**config.mk**
```make
export PLATFORM = sky130hd
export DESIGN_NAME = vm_token_bucket_scheduler
export DESIGN_NICKNAME = d
export VERILOG_FILES = /design/src/design/tbs_pkg.sv /design/src/design/vm_token_bucket_scheduler.sv /design/src/design/tbs_ctrl.sv /design/src/design/tbs_datapath.sv
export SDC_FILE = /design/constraint.sdc
export NUM_CORES = 1
export LEC_CHECK = 0
export BUFFER_PORTS_ARGS = -buffer_cell sky130_fd_sc_hd__buf_2
export CAP_MARGIN = 10
export CORE_MARGIN = 5
export CORE_UTILIZATION = 51
export DETAILED_ROUTE_END_ITERATION = 10
export GPL_ROUTABILITY_DRIVEN = 0
export PLACE_DENSITY = 0.76
export SLEW_MARGIN = 20
export SYNTH_ARGS = -nofsm -noshare
export SYNTH_HDL_FRONTEND = slang
export SYNTH_SLANG_ARGS = --single-unit
```
**constraint.sdc**
```tcl
create_clock -name clk -period 10.06 [get_ports clk]
set_input_delay 1.509 -clock clk [delete_from_list [all_inputs] [get_ports clk]]
set_output_delay 1.509 -clock clk [all_outputs]
set_load 0.03 [all_outputs]
```
**src/design/tbs_pkg.sv**
```systemverilog
// tbs_pkg: shared types, defaults and state codes of the token bucket scheduler
// used by the controller, the datapath, the top level and the checker

package tbs_pkg;

  localparam int VMS_DEF          = 8;
  localparam int MAX_TOKENS_DEF   = 1024;
  localparam int SWITCH_TICKS_DEF = 8;

  typedef enum logic {
    REQ_TICK  = 1'b0,
    REQ_BURST = 1'b1
  } req_kind_t;

  typedef struct packed {
    logic        req_type;
    logic [2:0]  cur_vm;
    logic [7:0]  active_mask;
    logic [7:0]  running_mask;
    logic [2:0]  vm_index;
    logic [15:0] burst_value;
  } req_t;

  typedef struct packed {
    logic [2:0]  next_vm;
    logic [15:0] switch_count;
    logic        reschedule;
    logic [15:0] pool_tokens;
  } rsp_t;

  typedef enum logic [2:0] {
    S_IDLE,
    S_BURST,
    S_TICK,
    S_SEARCH,
    S_REFCHK,
    S_REFILL,
    S_FINISH
  } state_t;

  // controller to datapath
  typedef struct packed {
    logic latch;
    logic burst_wr;
    logic tick;
    logic search_step;
    logic refchk;
    logic refill_step;
    logic load_out;
  } ctl_t;

  // datapath to controller
  typedef struct packed {
    logic is_burst;
    logic sw_zero;
    logic search_done;
    logic pool_full;
    logic refill_last;
    logic rsp_free;
  } sts_t;

endpackage

```
**src/design/vm_token_bucket_scheduler.sv**
```systemverilog
// vm_token_bucket_scheduler: top level of the token bucket scheduler
// depends on tbs_pkg, tbs_ctrl and tbs_datapath
//
// One word in, one word out; words are handled one at a time. A burst size
// write passes the idle, tick, burst and finish states; a tick that neither
// searches nor refills passes idle, tick, refill check and finish. A tick
// also enters the search state when the switch counter runs out (the circular
// search visits one VM a cycle), and the refill state when the pool is full
// (the refill walks one VM a cycle). The next word is accepted while a result
// still waits in the output register; its own result then waits in the finish
// state until that register frees.

module vm_token_bucket_scheduler #(
  parameter int VMS          = tbs_pkg::VMS_DEF,
  parameter int MAX_TOKENS   = tbs_pkg::MAX_TOKENS_DEF,
  parameter int SWITCH_TICKS = tbs_pkg::SWITCH_TICKS_DEF
) (
  input  logic          clk,
  input  logic          rst,
  input  logic          req_valid,
  output logic          req_ready,
  input  tbs_pkg::req_t req_word,
  output logic          rsp_valid,
  input  logic          rsp_ready,
  output tbs_pkg::rsp_t rsp_word
);
  import tbs_pkg::*;

  ctl_t ctl;
  sts_t sts;

  tbs_ctrl u_ctrl (
    .clk       (clk),
    .rst       (rst),
    .req_valid (req_valid),
    .req_ready (req_ready),
    .sts       (sts),
    .ctl       (ctl)
  );

  tbs_datapath #(
    .VMS          (VMS),
    .MAX_TOKENS   (MAX_TOKENS),
    .SWITCH_TICKS (SWITCH_TICKS)
  ) u_datapath (
    .clk       (clk),
    .rst       (rst),
    .req_word  (req_word),
    .rsp_ready (rsp_ready),
    .rsp_valid (rsp_valid),
    .rsp_word  (rsp_word),
    .ctl       (ctl),
    .sts       (sts)
  );

endmodule

```
**src/design/tbs_ctrl.sv**
```systemverilog
// tbs_ctrl: sequencer of the token bucket scheduler
// depends on tbs_pkg for the state, command and status types

module tbs_ctrl (
  input  logic          clk,
  input  logic          rst,
  input  logic          req_valid,
  output logic          req_ready,
  input  tbs_pkg::sts_t sts,
  output tbs_pkg::ctl_t ctl
);
  import tbs_pkg::*;

  state_t state, state_next;

  always_ff @(posedge clk) begin
    if (rst) begin
      state <= S_IDLE;
    end else begin
      state <= state_next;
    end
  end

  always_comb begin
    state_next = state;
    ctl        = '0;
    req_ready  = 1'b0;
    unique case (state)
      S_IDLE: begin
        req_ready = 1'b1;
        if (req_valid) begin
          ctl.latch  = 1'b1;
          state_next = S_TICK;
        end
      end
      S_TICK: begin
        if (sts.is_burst) begin
          state_next = S_BURST;
        end else begin
          ctl.tick   = 1'b1;
          state_next = sts.sw_zero ? S_SEARCH : S_REFCHK;
        end
      end
      S_BURST: begin
        ctl.burst_wr = 1'b1;
        state_next   = S_FINISH;
      end
      S_SEARCH: begin
        ctl.search_step = 1'b1;
        if (sts.search_done) begin
          state_next = S_REFCHK;
        end
      end
      S_REFCHK: begin
        ctl.refchk = 1'b1;
        state_next = sts.pool_full ? S_REFILL : S_FINISH;
      end
      S_REFILL: begin
        ctl.refill_step = 1'b1;
        if (sts.refill_last) begin
          state_next = S_FINISH;
        end
      end
      S_FINISH: begin
        if (sts.rsp_free) begin
          ctl.load_out = 1'b1;
          state_next   = S_IDLE;
        end
      end
      default: begin
        state_next = S_IDLE;
      end
    endcase
  end

endmodule

```
**src/design/tbs_datapath.sv**
```systemverilog
// tbs_datapath: token counts, burst sizes, choice, switch counter and result register
// depends on tbs_pkg; driven by tbs_ctrl commands

module tbs_datapath #(
  parameter int VMS          = tbs_pkg::VMS_DEF,
  parameter int MAX_TOKENS   = tbs_pkg::MAX_TOKENS_DEF,
  parameter int SWITCH_TICKS = tbs_pkg::SWITCH_TICKS_DEF
) (
  input  logic          clk,
  input  logic          rst,
  input  tbs_pkg::req_t req_word,
  input  logic          rsp_ready,
  output logic          rsp_valid,
  output tbs_pkg::rsp_t rsp_word,
  input  tbs_pkg::ctl_t ctl,
  output tbs_pkg::sts_t sts
);
  import tbs_pkg::*;

  localparam int VW = (VMS > 2) ? $clog2(VMS) : 1;
  localparam int CW = (VW > 3) ? VW : 3;
  localparam logic [VW-1:0] LAST = VW'(VMS - 1);
  localparam logic [15:0] ST = 16'(SWITCH_TICKS);
  localparam logic [15:0] MT = 16'(MAX_TOKENS);

  req_t          item;
  logic [15:0]   tok   [VMS];
  logic [15:0]   burst [VMS];
  logic [15:0]   pool;
  logic [VW-1:0] chosen;
  logic [15:0]   sw;
  logic [VW-1:0] pos;
  logic [VW-1:0] step;
  logic [7:0]    cand;
  logic [VW-1:0] ridx;
  logic          resched;

  logic          run_ok;
  logic [VW-1:0] run_idx;
  logic [VW-1:0] pos_next;
  logic [VW-1:0] rd_addr;
  logic [15:0]   rd_tok;
  logic [15:0]   rd_burst;
  logic          tick_take;
  logic [15:0]   sw_after;
  logic          search_end;
  logic          pos_in;
  logic          hit;
  logic          ref_sel;

  always_comb begin
    run_ok     = item.cur_vm < VMS;
    run_idx    = VW'(item.cur_vm);
    pos_next   = (pos >= LAST) ? VW'(1) : pos + VW'(1);
    rd_addr    = ctl.tick ? run_idx : pos_next;
    rd_tok     = tok[rd_addr];
    rd_burst   = burst[ridx];
    tick_take  = run_ok && (item.cur_vm != 3'd0) && (rd_tok != 16'd0);
    sw_after   = ((CW'(item.cur_vm) == CW'(chosen)) && (sw != 16'd0)) ? sw - 16'd1 : sw;
    search_end = (cand == 8'd0) || (step == LAST);
    pos_in     = pos_next < 8;
    hit        = !search_end && pos_in && cand[3'(pos_next)] && (rd_tok != 16'd0);
    ref_sel    = (ridx < 8) && item.running_mask[3'(ridx)];

    sts.is_burst    = item.req_type == REQ_BURST;
    sts.sw_zero     = sw_after == 16'd0;
    sts.search_done = search_end || hit;
    sts.pool_full   = pool == MT;
    sts.refill_last = ridx == LAST;
    sts.rsp_free    = !rsp_valid || rsp_ready;
  end

  always_ff @(posedge clk) begin
    if (ctl.latch) begin
      item <= req_word;
    end
    if (ctl.tick) begin
      pos  <= chosen;
      step <= '0;
      cand <= item.active_mask & ~8'd1 & ~(8'd1 << chosen);
      ridx <= VW'(1);
    end
    if (ctl.search_step && !search_end && !hit) begin
      if (pos_in) begin
        cand[3'(pos_next)] <= 1'b0;
      end
      pos  <= pos_next;
      step <= step + VW'(1);
    end
    if (ctl.refill_step && !sts.refill_last) begin
      ridx <= ridx + VW'(1);
    end
    if (ctl.load_out) begin
      rsp_word.next_vm      <= 3'(chosen);
      rsp_word.switch_count <= sw;
      rsp_word.reschedule   <= resched;
      rsp_word.pool_tokens  <= pool;
    end
  end

  always_ff @(posedge clk) begin
    if (rst) begin
      for (int i = 0; i < VMS; i++) begin
        tok[i]   <= '0;
        burst[i] <= '0;
      end
      pool      <= MT;
      chosen    <= '0;
      sw        <= '0;
      resched   <= 1'b0;
      rsp_valid <= 1'b0;
    end else begin
      if (ctl.burst_wr) begin
        if (item.vm_index < VMS) begin
          burst[VW'(item.vm_index)] <= item.burst_value;
        end
        resched <= 1'b0;
      end
      if (ctl.tick) begin
        if (tick_take) begin
          tok[run_idx] <= rd_tok - 16'd1;
          if (pool != 16'hFFFF) begin
            pool <= pool + 16'd1;
          end
        end
        sw      <= sw_after;
        resched <= sw_after == 16'd0;
      end
      if (ctl.search_step) begin
        if (search_end) begin
          chosen <= '0;
          sw     <= ST;
        end else if (hit) begin
          chosen <= pos_next;
          sw     <= (rd_tok > ST) ? ST : rd_tok;
        end
      end
      if (ctl.refchk && sts.pool_full) begin
        resched <= 1'b1;
      end
      if (ctl.refill_step && ref_sel) begin
        tok[ridx] <= rd_burst;
        pool      <= (pool > rd_burst) ? pool - rd_burst : 16'd0;
      end
      if (ctl.load_out) begin
        rsp_valid <= 1'b1;
      end else if (rsp_valid && rsp_ready) begin
        rsp_valid <= 1'b0;
      end
    end
  end

endmodule

```
Word level (Yosys, flattened, before mapping):

Memories as Yosys holds them, arrays and structs flattened. A register that Yosys moved wholly into a read port is not among the register bits.
Cells that the tools add are included.

* flip-flop bits (word level): 132
* latch bits: 0
* memory bits (writable): 256
* memory bits (read-only): 0
* output and inout port bits: 38
* memories kept: 2

Memory list
* u_datapath.burst: words 8, width 16, rd ports 1, clocked after Yosys merged registers in 1, wr ports 8, RTL line tbs_datapath.sv:28 `logic [15:0] burst [VMS];`
* u_datapath.tok: words 8, width 16, rd ports 1, clocked after Yosys merged registers in 0, wr ports 8, RTL line tbs_datapath.sv:27 `logic [15:0] tok [VMS];`

* add/sub/neg operators: 7
* multipliers: 0
* div/mod/pow operators: 0
* magnitude comparators: 6
* eq/ne operators: 15
* shifts and indexed selects: 1
* muxes and demuxes: 75
* bitwise operators: 4
* reduce and logical (&&, ||, !) cells: 38

Operator list (number)
* 16-bit 2-to-1 mux: 14
* 3-bit 2-to-1 mux: 20
* 16-bit OR reduction: 3
* 1-bit 2-to-1 mux: 34
* 16-bit nonzero test: 2
* 16-bit by 1-bit subtractor with 16-bit output (second input constant): 2
* 3-bit case mux with 7 select lines: 1
* 16-bit by 1-bit adder with 16-bit output (second input constant): 1
* 8-bit bitwise AND: 2
* 16-bit by 11-bit == test with 1-bit output (second input constant): 1
* 16-bit greater-than comparator: 1
* 16-bit by 4-bit greater-than comparator with 1-bit output (second input constant): 1
* 16-bit zero test: 1
* 8-bit 2-to-1 mux: 2
* 16-bit inequality test (second input constant): 1
* 8-bit inverter: 2
* 16-bit subtractor: 1
* 3-bit == test (second input constant): 5
* 2-bit nonzero test: 7
* 1-bit logical AND: 11
* 3-bit by 1-bit adder with 3-bit output (second input constant): 3
* 8-bit zero test: 1
* 3-bit by 4-bit < comparator with 1-bit output (second input constant): 2
* 1-bit by 3-bit << shifter with 8-bit output (first input constant): 1
* 17 further kinds: 27

Longest topological paths before layout:

An unclocked memory read counts as a cell.

* word-level depth: 13
* mapped depth: 17
* depth with buffers taken out: 15

By module:

A second synthesis with hierarchy kept.

* cell total of the unflattened synthesis: 1576
* area total of the unflattened synthesis: 19149.6 µm²

Modules (own cells, without submodules)
* tbs_datapath: instances 1, cells each 1532, area an instance 18819.3 µm²
* tbs_ctrl: instances 1, cells each 44, area an instance 330.3 µm²

Worst setup path after synthesis:

No wires, ideal clock.

* path type: reg2reg
* start point: register u_datapath.pos[1]
* end point: memory u_datapath.tok[0][0], enable pin
* setup time: 0.366 ns
* arrival: 4.345 ns
* data required time: 9.694 ns
* path slack: 5.349 ns
* cell stages (with the launch flop): 15
* path buffers: 1
* period minus slack after synthesis: 4.711 ns
* cell sequence: edfxtp_1 -> ha_1 -> ha_1 -> a31oi_1 -> nand2_1 -> o21ai_1 -> clkbuf_1 -> mux4_2 -> mux2i_1 -> ha_1 -> nand4_1 -> nor4_4 -> o22ai_4 -> nand2_4 -> nand2b_1

RTL lines
* start, declared: RTL line tbs_datapath.sv:32 `logic [VW-1:0] pos;`
* start signal, assigned: RTL line tbs_datapath.sv:78 `pos <= chosen;`
* start signal, assigned: RTL line tbs_datapath.sv:87 `pos <= pos_next;`
* end, declared: RTL line tbs_datapath.sv:27

==> flow_metrics.env <==
export IMPL_pwr_share_comb_pct=34.3
export IMPL_p_clk_share_pct=27.4
export IMPL_cts_root_buf="clkbuf_16"
export IMPL_post_drt_wl_per_cell_um=21.74
export IMPL_ys_seq_elements=390
export IMPL_drive_above_1_share_pct=17.86
export IMPL_synth_top_cell_area_share_pct=55.28
export IMPL_report_final_hold_viol_count=0
export IMPL_clock_latency_ns=0.54
export IMPL_first_global_vias=11750
export IMPL_cts_sinks=390
export IMPL_ctsHoldBuffers=0
export IMPL_power_switching_uw=1949
export IMPL_vias_per_cell=5.972
export IMPL_worstMarginPinSlew_ns=1.103
export IMPL_period_minus_slack_ns=6.436
export IMPL_hold_start="u_datapath.cand[0]"
export IMPL_dp_hpwl_mm=27.60
export IMPL_tritoncts="done"
export IMPL_cts_inserted_buffers=41
export IMPL_grt_max_degree=52
export IMPL_power_uw=5466
export IMPL_drt_iter0_drc=1197
export IMPL_overflow=0
export IMPL_start_kind="flip-flop"
export IMPL_skew_ns=0.02789
export IMPL_pwr_share_seq_pct=38.2
export IMPL_synth_area_leaders="edfxtp_1, mux4_2, dfxtp_1"
export IMPL_antenna_found_initial=0
export IMPL_worstReg2RegEnd="u_datapath.tok[3][4]"
export IMPL_synth_avg_cell_area_sq_um=13.11
export IMPL_postLayoutCellArea_sq_um=20540
export IMPL_final_period_utilization_pct=63.98
export IMPL_power_internal_uw=3517
export IMPL_core_sq_um=35570
export IMPL_end_kind="flip-flop"
export IMPL_fin_nets=1551
export IMPL_synth_most_common_cell="edfxtp_1"
export IMPL_maxSlewHeadroom_pct=26.45
export IMPL_synthCells=1405
export IMPL_async_reset_ff_share_pct=0
export IMPL_yosysWarnings=0
export IMPL_syn_nets=1476
export IMPL_vias=11790
export IMPL_vdd_drop_max_mv=0.1934
export IMPL_slew_viol_final=0
export IMPL_p_sw_share_pct=35.66
export IMPL_die_w_um=200.0
export IMPL_yosysSeqAreaShare_pct=60.83
export IMPL_power_density_nw_per_um2=266.1
export IMPL_whs_path_depth=2
export IMPL_hold_path_end="u_datapath.cand[0]"
export IMPL_synth_edf_count=339
export IMPL_maxCapViolations=0
export IMPL_rows=69
export IMPL_ys_top_cells_by_count="edfxtp_1, nor2_1, and2_1"
export IMPL_clk_pin_slew_ns=0.06
export IMPL_drc=0
export IMPL_tns_ns=0
export IMPL_rsz0062_at_grt="false"
export IMPL_r2r_cells=11
export IMPL_cts_max_level=2
export IMPL_netlist_area_sq_um=18410
export IMPL_ys_types=77
export IMPL_cts_resized=0
export IMPL_cp_data_required_time_ns=10.09
export IMPL_clockBufferDepth=3
export IMPL_post_synth_top_area_cell="edfxtp_1"
export IMPL_drtAntennaViolNets=0
export IMPL_dieArea_sq_um=40010
export IMPL_status="finished clean"
export IMPL_finalWirelength_mm=42.92
export IMPL_post_cts_buffers=0
export IMPL_grt_usage_pct=21.73
export IMPL_die_h_um=200.0
export IMPL_holdCritPathClass="flip-flop to flip-flop"
export IMPL_final_setup_viol_count=0
export IMPL_cp_max_fo=30
export IMPL_placedInstanceArea_sq_um=19180
export IMPL_start_util_pct=51.77
export IMPL_port_buffers=79
export IMPL_r2r_start="u_ctrl.state[1]"
export IMPL_fmax_ghz=0.1554
export IMPL_ys_flop_type="edfxtp_1"
export IMPL_drt_pass1_iterations=6
export IMPL_crit_type="flip-flop to flip-flop"
export IMPL_grt_pass1_wl_mm=67.07
export IMPL_r2r_slack_ns=3.62
export IMPL_worst_ep_arrival_time_ns=6.47
export IMPL_ios=81
export IMPL_leakage_uw=0.007517
export IMPL_syn2layout_area_growth_pct=11.54
-- per-layer routing --
layer  routed length, um  vias up  track usage, %
met4                1174        0           6.868
met5                   0        -               0
met1               16610     5810           27.94
li1                    -     5394               -
met3                3329       89           4.263
met2               21800      496           37.50
-- cells in the final DEF (no fill, tap or decap), drive strengths merged, types with 5 or more instances in the layout --
cell type    n
a21o         8
buf         97
and3         7
and2       136
a21boi       5
nor4b        5
inv         23
a21oi       51
nor4        17
nor2b       18
edfxtp     339
dfxtp       51
clkinv      21
nand4       12
o311a        7
o21bai       5
xor2        17
o21ai       35
nand2       76
xnor2       33
or2         12
nor3        36
mux4        62
ha          27
nand2b      15
nand3       23
nor2       194
mux2i       37
clkbuf      48
a2111oi      6
a31oi       14
a211oi      13
-- state kept, by name, summed over array words and instances (netlist names), 8 cells and up, named ones only --
signal / flops
u_datapath.burst: 128
u_datapath.tok: 128
u_datapath.rsp_word: 36
u_datapath.item: 34
u_datapath.pool: 16
u_datapath.sw: 16
u_datapath.cand: 8
-- per-stage QoR --
step / worst slack [ns] / util, % / std cells / hold slack [ns]
final: 3.624 / 57.75 / 1974 / 0.4773
after global routing: 3.254 / 57.74 / 1973 / 0.5031
after CTS: 3.697 / 57.70 / 1972 / 0.4643
after detailed placement: 3.746 / 53.93 / 1897 / 0.4523
after global placement: 3.899 / 53.93 / 1897 / 0.4440
after floorplan: 5.349 / - / 1405 / 0.4064
-- logic make-up (layout without fill, tap and decap cells) --
logic type      count (synthesis)  in the layout  share of synthesized area, %
simple gates                  570            570                         16.28
flops                         390            390                         60.83
compound gates                177            177                         6.367
mux                           103            103                         9.859
buf+inv                        87            194                         2.344
xor+xnor                       50             50                         2.378
fa+ha+maj                      28             28                         1.943
other cells                     0              1                             0
-- area by class of cell --
cell class / instances / area (sq um)
well taps: 461 / 576.8
fillers: 2800 / 15030
clock inverters: 27 / 244.0
diodes: 1 / 2.502
flip-flops and latches: 390 / 11200
multi-input cells: 928 / 6799
clock buffers: 48 / 1095
inverters: 22 / 82.58
repair buffers: 97 / 538.0
-- critical path, cell delays in order, from the launching register on --
cell and delay (ns):
dfxtp_1 0.56, or4b_1 0.84, nand3_2 0.27, nand2_2 0.56
mux4_2 0.70, mux2i_1 0.55, ha_1 0.32, nand4_1 0.14
nor4_4 0.59, o22ai_4 0.35, nand2_4 0.36, nand2b_1 0.66
-- power groups by stage --
stage	Clock (uW)	Sequential [uW]	Combinational [uW]
2_1_floorplan	0	2090	1400
3_3_place_gp	0	2110	1810
3_5_place_dp	0	2120	1850
4_1_cts	1520	2090	1870
5_1_grt	1590	2110	2050
6_report	1500	2090	1880
-- worst max path at each step --
stage / slack (ns) / start / cells after the start / end
floorplan: 5.35 / u_datapath.pos[1] / 14 / u_datapath.tok[0][0]
global placement: 3.90 / u_ctrl.state[1] / 11 / u_datapath.tok[3][8]
detailed placement: 3.75 / u_datapath.pos[0] / 12 / u_datapath.tok[3][8]
CTS: 3.70 / u_ctrl.state[1] / 11 / u_datapath.tok[3][4]
global route: 3.25 / u_datapath.pos[0] / 13 / u_datapath.tok[3][4]
finish: 3.62 / u_ctrl.state[1] / 11 / u_datapath.tok[3][4]
(Power assumes the default switching activity.)
